$ cat src/rtl/dte_pkg.sv
package dte_pkg;

    localparam int EPOCH_W   = 38;
    localparam int MAC_A_W   = 22;
    localparam int MAC_B_W   = 17;
    localparam int YEAR_W    = 14;
    localparam int DAYS_W    = 22;
    localparam int Q_W       = 7;

    localparam int Q100_SH   = 19;
    localparam logic [MAC_B_W-1:0] Q100_MUL  = 17'd5243;
    localparam logic [MAC_B_W-1:0] DAY_DAYS  = 17'd365;
    localparam logic [MAC_B_W-1:0] DAY_SECS  = 17'd86400;
    localparam logic [MAC_B_W-1:0] HOUR_SECS = 17'd3600;
    localparam logic [MAC_B_W-1:0] MIN_SECS  = 17'd60;
    localparam logic [MAC_B_W-1:0] ONE       = 17'd1;

    localparam logic [31:0] HI_MIN = 32'd70;
    localparam logic [31:0] HI_MAX = 32'd8099;
    localparam logic [YEAR_W-1:0] YEAR_BASE   = 14'd1900;
    localparam logic [YEAR_W-1:0] YEAR_EPOCH  = 14'd1970;
    localparam logic [YEAR_W-1:0] LEAPS_EPOCH = 14'd477;

    typedef enum logic [3:0] {
        S_IDLE,
        S_MQ1,
        S_MQ4,
        S_MQY,
        S_CHK,
        S_MDAY1,
        S_MDAY2,
        S_MHR,
        S_MMIN,
        S_MSEC,
        S_DONE
    } t_state;

    function automatic logic [4:0] f_mlen(input logic [3:0] idx);
        logic [4:0] len;
        unique case (idx)
            4'd1:                      len = 5'd28;
            4'd3, 4'd5, 4'd8, 4'd10:   len = 5'd30;
            default:                   len = 5'd31;
        endcase
        return len;
    endfunction

    function automatic logic [8:0] f_mstart(input logic [3:0] idx);
        logic [8:0] st;
        unique case (idx)
            4'd0:    st = 9'd0;
            4'd1:    st = 9'd31;
            4'd2:    st = 9'd59;
            4'd3:    st = 9'd90;
            4'd4:    st = 9'd120;
            4'd5:    st = 9'd151;
            4'd6:    st = 9'd181;
            4'd7:    st = 9'd212;
            4'd8:    st = 9'd243;
            4'd9:    st = 9'd273;
            4'd10:   st = 9'd304;
            4'd11:   st = 9'd334;
            default: st = 9'd0;
        endcase
        return st;
    endfunction

endpackage

$ cat src/rtl/dte_mac.sv
module dte_mac (
    input  logic                         i_clk,
    input  logic                         i_en,
    input  logic [dte_pkg::MAC_A_W-1:0]  i_a,
    input  logic [dte_pkg::MAC_B_W-1:0]  i_b,
    input  logic [dte_pkg::EPOCH_W-1:0]  i_c,
    output logic [dte_pkg::EPOCH_W-1:0]  o_res
);
    import dte_pkg::*;

    logic [MAC_A_W+MAC_B_W-1:0] w_prod;
    logic [EPOCH_W-1:0]         r_res;
    logic [EPOCH_W-1:0]         n_res;

    assign w_prod = i_a * i_b;
    assign n_res  = w_prod[EPOCH_W-1:0] + i_c;

    always_ff @(posedge i_clk) begin
        if (i_en) begin
            r_res <= n_res;
        end
    end

    assign o_res = r_res;

endmodule

$ cat src/rtl/toy_datetime_to_epoch.sv
// channel   direction  handshake            payload
// in        input      i_valid / o_stall    i_toy_high_word, i_toy_low_word
// out       output     o_valid / i_stall    o_date_valid, o_epoch_seconds
//
// A valid date loads its result after eight passes through one shared multiply-add unit
// (year quotients, day count, seconds) and one range check.
// A date failing the range check loads its result after the quotient passes and the check.
// o_stall is high while busy, through the load; the next beat is accepted in the cycle after.
// A result held by i_stall delays the load of the next one, not its acceptance.
// Reset is synchronous, active low, and clears the sequencer and o_valid.
module toy_datetime_to_epoch (
    input  logic                         i_clk,
    input  logic                         i_rst_n,
    input  logic                         i_valid,
    output logic                         o_stall,
    input  logic [31:0]                  i_toy_high_word,
    input  logic [31:0]                  i_toy_low_word,
    output logic                         o_valid,
    input  logic                         i_stall,
    output logic                         o_date_valid,
    output logic [dte_pkg::EPOCH_W-1:0]  o_epoch_seconds
);
    import dte_pkg::*;

    t_state r_state;
    t_state n_state;

    logic [YEAR_W-1:0]  r_year;
    logic [3:0]         r_month;
    logic [4:0]         r_day;
    logic [4:0]         r_hour;
    logic [5:0]         r_min;
    logic [5:0]         r_sec;
    logic               r_ok;
    logic               r_good;
    logic               r_leap;
    logic [Q_W-1:0]     r_q1;
    logic [Q_W-1:0]     r_q4;
    logic [DAYS_W-1:0]  r_days;
    logic               r_o_valid;
    logic               r_o_date_valid;
    logic [EPOCH_W-1:0] r_o_epoch;

    logic               w_accept;
    logic               w_load;
    logic               w_mac_en;
    logic [MAC_A_W-1:0] w_a;
    logic [MAC_B_W-1:0] w_b;
    logic [EPOCH_W-1:0] w_c;
    logic [EPOCH_W-1:0] w_res;
    logic [YEAR_W-1:0]  w_ym1;
    logic [YEAR_W-1:0]  w_leap_sum;
    logic [YEAR_W-1:0]  w_yoff;
    logic [3:0]         w_midx;
    logic [8:0]         w_doy;
    logic [Q_W-1:0]     w_q;
    logic               w_leap;
    logic [4:0]         w_mlen;
    logic               w_in_ok;
    logic [5:0]         w_fmonth;
    logic [4:0]         w_fday;
    logic [4:0]         w_fhour;
    logic [5:0]         w_fmin;
    logic [5:0]         w_fsec;

    assign w_fmonth = i_toy_low_word[31:26];
    assign w_fday   = i_toy_low_word[25:21];
    assign w_fhour  = i_toy_low_word[20:16];
    assign w_fmin   = i_toy_low_word[15:10];
    assign w_fsec   = i_toy_low_word[9:4];

    assign w_in_ok = (i_toy_high_word >= HI_MIN) && (i_toy_high_word <= HI_MAX)
                  && (w_fmonth != 6'd0) && (w_fmonth <= 6'd12) && (w_fday != 5'd0)
                  && (w_fhour <= 5'd23) && (w_fmin <= 6'd59) && (w_fsec <= 6'd59);

    assign w_accept = i_valid && !o_stall;
    assign w_load   = (r_state == S_DONE) && (!r_o_valid || !i_stall);
    assign o_stall  = (r_state != S_IDLE);

    assign w_ym1      = r_year - 14'd1;
    assign w_yoff     = r_year - YEAR_EPOCH;
    assign w_leap_sum = {2'b00, w_ym1[YEAR_W-1:2]} + {7'd0, r_q4} - {7'd0, r_q1}
                      - LEAPS_EPOCH;
    assign w_midx     = r_month - 4'd1;
    assign w_doy      = f_mstart(w_midx) + {8'd0, (r_leap && (r_month > 4'd2))}
                      + {4'd0, r_day} - 9'd1;
    assign w_q        = w_res[Q100_SH+Q_W-1:Q100_SH];
    assign w_leap     = (r_year[1:0] == 2'b00) && ((w_q == r_q1) || (w_q[1:0] == 2'b00));
    assign w_mlen     = f_mlen(w_midx) + {4'd0, (w_leap && (r_month == 4'd2))};

    always_comb begin
        n_state  = r_state;
        w_mac_en = 1'b1;
        w_a      = '0;
        w_b      = ONE;
        w_c      = '0;
        unique case (r_state)
            S_IDLE: begin
                w_mac_en = 1'b0;
                if (w_accept) n_state = S_MQ1;
            end
            S_MQ1: begin
                w_a     = {8'd0, w_ym1};
                w_b     = Q100_MUL;
                n_state = S_MQ4;
            end
            S_MQ4: begin
                w_a     = {10'd0, w_ym1[YEAR_W-1:2]};
                w_b     = Q100_MUL;
                n_state = S_MQY;
            end
            S_MQY: begin
                w_a     = {8'd0, r_year};
                w_b     = Q100_MUL;
                n_state = S_CHK;
            end
            S_CHK: begin
                w_mac_en = 1'b0;
                n_state  = (r_ok && (r_day <= w_mlen)) ? S_MDAY1 : S_DONE;
            end
            S_MDAY1: begin
                w_a     = {8'd0, w_yoff};
                w_b     = DAY_DAYS;
                w_c     = {24'd0, w_leap_sum};
                n_state = S_MDAY2;
            end
            S_MDAY2: begin
                w_a     = {13'd0, w_doy};
                w_b     = ONE;
                w_c     = w_res;
                n_state = S_MHR;
            end
            S_MHR: begin
                w_a     = {17'd0, r_hour};
                w_b     = HOUR_SECS;
                w_c     = {32'd0, r_sec};
                n_state = S_MMIN;
            end
            S_MMIN: begin
                w_a     = {16'd0, r_min};
                w_b     = MIN_SECS;
                w_c     = w_res;
                n_state = S_MSEC;
            end
            S_MSEC: begin
                w_a     = r_days;
                w_b     = DAY_SECS;
                w_c     = w_res;
                n_state = S_DONE;
            end
            S_DONE: begin
                w_mac_en = 1'b0;
                if (w_load) n_state = S_IDLE;
            end
            default: begin
                w_mac_en = 1'b0;
                n_state  = S_IDLE;
            end
        endcase
    end

    always_ff @(posedge i_clk) begin
        if (!i_rst_n) begin
            r_state <= S_IDLE;
        end else begin
            r_state <= n_state;
        end
    end

    always_ff @(posedge i_clk) begin
        if (w_accept) begin
            r_year  <= YEAR_BASE + i_toy_high_word[YEAR_W-1:0];
            r_month <= w_fmonth[3:0];
            r_day   <= w_fday;
            r_hour  <= w_fhour;
            r_min   <= w_fmin;
            r_sec   <= w_fsec;
            r_ok    <= w_in_ok;
        end
        if (r_state == S_MQ4) r_q1 <= w_q;
        if (r_state == S_MQY) r_q4 <= w_q;
        if (r_state == S_CHK) r_leap <= w_leap;
        if (r_state == S_MHR) r_days <= w_res[DAYS_W-1:0];
        if (r_state == S_IDLE) r_good <= 1'b0;
        if (r_state == S_MSEC) r_good <= 1'b1;
        if (w_load) begin
            r_o_date_valid <= r_good;
            r_o_epoch      <= r_good ? w_res : '0;
        end
    end

    always_ff @(posedge i_clk) begin
        if (!i_rst_n) begin
            r_o_valid <= 1'b0;
        end else if (w_load) begin
            r_o_valid <= 1'b1;
        end else if (!i_stall) begin
            r_o_valid <= 1'b0;
        end
    end

    dte_mac u_mac (
        .i_clk (i_clk),
        .i_en  (w_mac_en),
        .i_a   (w_a),
        .i_b   (w_b),
        .i_c   (w_c),
        .o_res (w_res)
    );

    assign o_valid         = r_o_valid;
    assign o_date_valid    = r_o_date_valid;
    assign o_epoch_seconds = r_o_epoch;

    a_load_shows: assert property (@(posedge i_clk) disable iff (!i_rst_n)
        w_load |=> o_valid)
        else $error("result load did not raise o_valid");

    a_invalid_zero: assert property (@(posedge i_clk) disable iff (!i_rst_n)
        (o_valid && !o_date_valid) |-> (o_epoch_seconds == '0))
        else $error("invalid date with nonzero epoch");

    a_epoch_range: assert property (@(posedge i_clk) disable iff (!i_rst_n)
        (o_valid && o_date_valid) |-> (o_epoch_seconds < 38'd253402300800))
        else $error("epoch beyond year 9999");

    a_accept_start: assert property (@(posedge i_clk) disable iff (!i_rst_n)
        w_accept |=> (r_state == S_MQ1))
        else $error("accepted beat did not start the sequence");

endmodule
$ cat config.mk
export PLATFORM = sky130hd
export DESIGN_NAME = toy_datetime_to_epoch
export DESIGN_NICKNAME = d
export VERILOG_FILES = /design/src/rtl/dte_pkg.sv /design/src/rtl/dte_mac.sv /design/src/rtl/toy_datetime_to_epoch.sv
export SDC_FILE = /design/constraint.sdc
export NUM_CORES = 1
export LEC_CHECK = 0
export ABC_AREA = 0
export BUFFER_PORTS_ARGS = -buffer_cell sky130_fd_sc_hd__buf_2
export CORE_AREA = 2 2 193 271
export DETAILED_ROUTE_END_ITERATION = 8
export DIE_AREA = 0 0 195 273
export GPL_ROUTABILITY_DRIVEN = 0
export SLEW_MARGIN = 10
export SYNTH_ARGS = -nofsm -noshare
export SYNTH_HDL_FRONTEND = slang
export SYNTH_SLANG_ARGS = --single-unit
$ cat constraint.sdc
create_clock -name i_clk -period 8.7 [get_ports i_clk]
set_input_delay 1.74 -clock i_clk [delete_from_list [all_inputs] [get_ports i_clk]]
set_output_delay 1.74 -clock i_clk [all_outputs]
set_load 0.02 [all_outputs]
# After elaboration in Yosys (flattened, before gate mapping)
# Memory sizes are Yosys's and may differ from the RTL's.
# Index checks and enable logic that the tools add are counted.
# totals
inputBits	68
output_inout_bits	41
mem_bits_ro	144
regBits	161
mem_count	1
word_cells	99
# op_classes
n_lt_le_gt_ge	8
mul	1
muxes	11
eq_ne	20
reduce_logical	29
add_sub_neg	12
# mem_list
memory	depth	word_bits	read_ports	rd_clocked_by_memory_dff	write_ports	line_no	source
(no name shown)	16	9	1	0	0	dte_pkg.sv:50	unique case (idx)
# ops
cell	count
$pmux 22 s8	1
$pmux 38 s3	1
$pmux 17 s5	1
$pmux 4 s11	1
$add 38x38->38	1
$mul 22x17->38	1
$ge 32x7->1 const B	1
$le 32x13->1 const B	1
$eq 4x3->1 const B	5
$eq 4x4->1 const B	5
$eq 4x2->1 const B	4
$add 11x14->14 const A	1
$sub 13x7->14	1
$sub 14x1->14 const B	1
$sub 14x11->14 const B	1
$sub 14x9->14 const B	1
$add 12x7->13	1
$logic_and 1x1->1	13
$le 6x6->1 const B	2
$mux 4	3
$add 9x1->9	1
$add 9x5->9	1
$sub 9x1->9 const B	1
$eq 4x1->1 const B	2
other kinds (22)	30

# Logic depth before layout (Yosys ltp)
# logic_depth
ltp_word	9
depth_mapped	40
ltp_nobuf	38

# Cells and area by module
# Synthesis repeated with hierarchy kept, for this count alone.
# hier_totals
cells_unflattened	2340
area_unflattened_um2	22112.5
# by_module_without_submodules
module	seq_area_each_um2	area_per_inst_um2	n_inst	cells_per_inst
dte_mac	1141.1	14211.1	1	1583
toy_datetime_to_epoch	3633.5	7901.3	1	757

# Worst setup path before layout
# OpenSTA, ideal clock, no wires.
# synth_timing
path_kind	register -> register
start	register r_month[1]
end	register u_mac.r_res[36] (netlist: u_mac.o_res[36]) (data pin)
arrival_ns	8.560
path_slack_ns	-0.130
stages_incl_launch_ff	36
t_required_ns	8.430
path_cell_list	edfxtp_1 > inv_1 > ha_1 > a21boi_1 > xnor2_1 > clkbuf_1 > a21oi_1 > ha_1 > inv_1 > ha_1 > a21o_1 > a21oi_1 > o21ai_1 > a21oi_1 > o21ai_0 > xor2_1 > a211oi_1 > o21bai_1 > fa_1 > inv_1 > fa_1 > fa_1 > fa_1 > fa_1 > inv_1 > fa_1 > inv_1 > ha_1 > a21oi_1 > o21a_1 > nand2b_1 > o2111ai_1 > a32oi_2 > nor4_2 > o41ai_2 > xor2_1
# synth_via
elab_chain_cells	8
word_cells_on_any_way	10
# synth_lines
item	line_no	source
from (decl)	toy_datetime_to_epoch.sv:29	logic [3:0] r_month;
from (signal assigned)	toy_datetime_to_epoch.sv:173	r_month <= w_fmonth[3:0];
$sub 4x1->4 or $gt 4x2->1 (tied branches)	toy_datetime_to_epoch.sv:84, toy_datetime_to_epoch.sv:85	
$mem_v2 16x9 or $logic_and 1x1->1 (tied branches)	n/a	
$add 9x1->9 *	toy_datetime_to_epoch.sv:85	assign w_doy = f_mstart(w_midx) + {8'd0, (r_leap && (r_month > 4'd2))}
$add 9x5->9 *	toy_datetime_to_epoch.sv:86	+ {4'd0, r_day} - 9'd1;
$sub 9x1->9 *	toy_datetime_to_epoch.sv:86	
$pmux 22 s8 *	toy_datetime_to_epoch.sv:97	unique case (r_state)
$mul 22x17->38 *	dte_mac.sv:15	assign w_prod = i_a * i_b;
$add 38x38->38 *	dte_mac.sv:16	assign n_res = w_prod[EPOCH_W-1:0] + i_c;
net u_mac.n_res[36]	dte_mac.sv:13	logic [EPOCH_W-1:0] n_res;
to (signal assigned)	dte_mac.sv:20	r_res <= n_res;
to (decl)	dte_mac.sv:12	logic [EPOCH_W-1:0] r_res;
# Mark *: on every way through the listed nets, which the timed path passes. The rest lies on a longest branch.
# A chain may end at the register's enable or synchronous reset.

# Final worst setup path
# layout_timing
start	register r_month[1]
end	register u_mac.r_res[34] (netlist: u_mac.o_res[34]) (data pin)
# Same word-level chain as after synthesis.

==> metrics.txt <==
die height 273 microns; fin util 48.5%; DR vias 14,900; layout cell share with drive strength beyond 1 between 20% and 30%; Root Buffer clkbuf_16; register area share after synthesis 23.7%; grt total ovfl 0; largest net degree at the start of global routing 42; Seq cells post-synth 161; startpoint types flop; r2r setup slk 40 ps; n_diodes 0; CP endpoint u_mac.o_res[34]; post-route cell area between 20,000 and 25,000 sq um; Layout Skew 17.3 ps; Max Buffers Root-to-Sink 2; vias in the first global route 16,100; area share of and/or/nand/nor cells after synthesis 11.2%; input/output buffers 104; clock sink count 161; drt wl/cell roughly 19 microns; Post-Synth XOR/XNOR Area under 10%; reg-to-reg startpoint r_month[1]; Die X 195 microns; status completed; IO Pins 109; max_cap viols 0; critical-path maximum fanout 6; final setup fails 0; Worst-Skew Late Latency ~490 ps; Data arrival, critical path 9000 ps; initial core utilization 39.7%; H-tree depth 4; crit path time final 8660 ps; Ys Warns 0; Core Box Area 50,800 sq um; main combinational cell family by area after synthesis adder cells; Async SR Flop Fraction 0%; Max-slew headroom 20.8%; first-pass GRT wire length 87,900 microns; Main synth FF type edfxtp_1; Multi-input gate area 14,500 sq um; crit path kind reg -> reg; worst stage delay on the critical path 520 ps; fill cell count 4,723; DIE AREA 53,200 sq um; fmax 116 MHz; Synth Area in Compound Gates between 7 and 8%; Yosys top cell area share 29.9%; Layout Nets about 2,900; Routed Antenna Nets 0; Final Slew Violations 0; top-count cell post-synth inv_1; Placed Area 23,000 sq um; Reg clk slew, reported paths 80 ps; post-DP HPWL 45,900 microns; FF-to-FF path depth 36; Avg Inst Size Synth 10.1 sq um; Area Overhead vs Synth 22.1%; Final WS setup 44.1 ps; leading cell types by count after synthesis 523 x inv_1, 301 x fa_1, 199 x ha_1, 155 x edfxtp_1, 116 x nor2_1; Hold Crit Class reg -> reg; CP max-delay cell fa_1; vias per inst about 4.9; DRC violations left 0; synthesized instance count ~2,000; Crit path top cell by count fa_1; Final Hold Vio Count 0; TritonCTS Buffers 17; drt first pass iters 7; adder-cell share of the synthesized area a little over two fifths; Worst setup EP type flop; Final Cycle Share between 90 and 100%; worst setup path startpoint r_month[1]; area leader, netlist fa_1; CTS tree built; Critical R2R Capture u_mac.o_res[34]; EDFF count, synth 155; post-place setup slack -566 ps; Final Non-Filler Cells 3,030; cell total after placement 2,976; worst path required time 9050 ps; unrepaired setup endpoints after global routing true; register area 4770 sq um; gr usage total a little over a fifth; Syn Std Cell Area 20,200 sq um; Tightest Pin Transition 1180 ps; initial antenna violation count 1; top cells by area, synth fa_1 30%, edfxtp_1 23%, ha_1 12%; final WL 56,400 microns; # rows 98; multiplexer share of the synthesized area 0.205%; number of DRC markers in iteration 0 704; post-synth cell types 88
## worst min path at each step
| stage | startpoint | end | slack (ps) | depth (start not counted) |
|---|---|---|---|---|
| after global placement | u_mac.o_res[0] | r_days[0] | 480 | 0 |
| after floorplan | u_mac.o_res[0] | r_days[0] | 440 | 0 |
| final | u_mac.o_res[0] | r_days[0] | 510 | 0 |
| after detailed placement | u_mac.o_res[0] | r_days[0] | 490 | 0 |
| after CTS | u_mac.o_res[0] | r_days[0] | 500 | 0 |
| after global routing | u_mac.o_res[0] | r_days[0] | 540 | 0 |
## layout by cell type, fill, tap and decap left out, types with 17 or more instances in the layout
cell	instances
a21o_1	21
ha_4	20
conb_1	98
o21ai_0	25
and2_1	57
nand2_1	96
fa_1	285
a21oi_1	47
nor3_1	17
nor2_1	110
edfxtp_1	155
ha_1	175
xnor2_1	57
clkbuf_16	17
inv_2	25
nand2b_1	21
xor2_1	22
inv_1	504
buf_2	104
buf_4	178
## cell type report
cell class,instances,area share (%)
inverters,529,8.07
flip-flops and latches,161,19.4
repair buffers,293,8.08
clock inverters,15,0.442
clock buffers,17,1.73
multi-input cells,1365,59.0
well taps,650,3.30
## flip-flops by register name (all words and copies together), names as in the netlist
register	flops
o_epoch_seconds	38
u_mac.o_res	38
r_days	22
r_year	14
r_q1	7
r_q4	7
r_min	6
r_sec	6
r_day	5
r_hour	5
r_month	4
r_state	4
o_date_valid	1
o_valid	1
r_good	1
r_leap	1
r_ok	1
## per-stage QoR
| stage | hold WS, ps | setup TNS, ps |
|---|---|---|
| 2_1_floorplan | 441 | 0 |
| 3_3_place_gp | 480 | -4680 |
| 3_5_place_dp | 491 | -5480 |
| 4_1_cts | 503 | -4.99 |
| 5_1_grt | 542 | -2560 |
| 6_report | 511 | 0 |
## cells by family (layout without fill, tap and decap cells)
group | count (synthesis) | in the layout
buffers and inverters | 568 | 854
adders and majority gates | 500 | 500
and+or+nand+nor | 435 | 435
AOI/OAI and AO/OA | 237 | 237
DFF | 161 | 161
xor gates and xnor gates | 91 | 91
muxes | 4 | 4
other | 2 | 98
## timing repair
item / in CTS / in global routing
setup endpoints to repair: 17 / 20
hold buffers: 0 / 0
pin swaps: 45 / 109
gates resized for setup: 66 / 115
buffers inserted: 12 / 12
## metal layers
metal	track usage, %	up-vias	routed length (microns)
met5	0	-	0
met2	40.9	347	30600
met1	23.7	7465	20200
met4	14.6	0	4000
li1	-	6938	-
met3	2.10	130	1640
## worst max-delay path: cells and delay by family, from the launching register on
kind | cells | cell delay [ps]
compound gates | 11 | 1780
xor+xnor | 2 | 380
fa+ha+maj | 10 | 3980
buf+inv | 7 | 570
flops | 1 | 380
simple gates | 6 | 1410
Power is left out: the tool's default activity adds up to more than one toggle a clock period on the data nets, which glitch-free logic cannot reach.
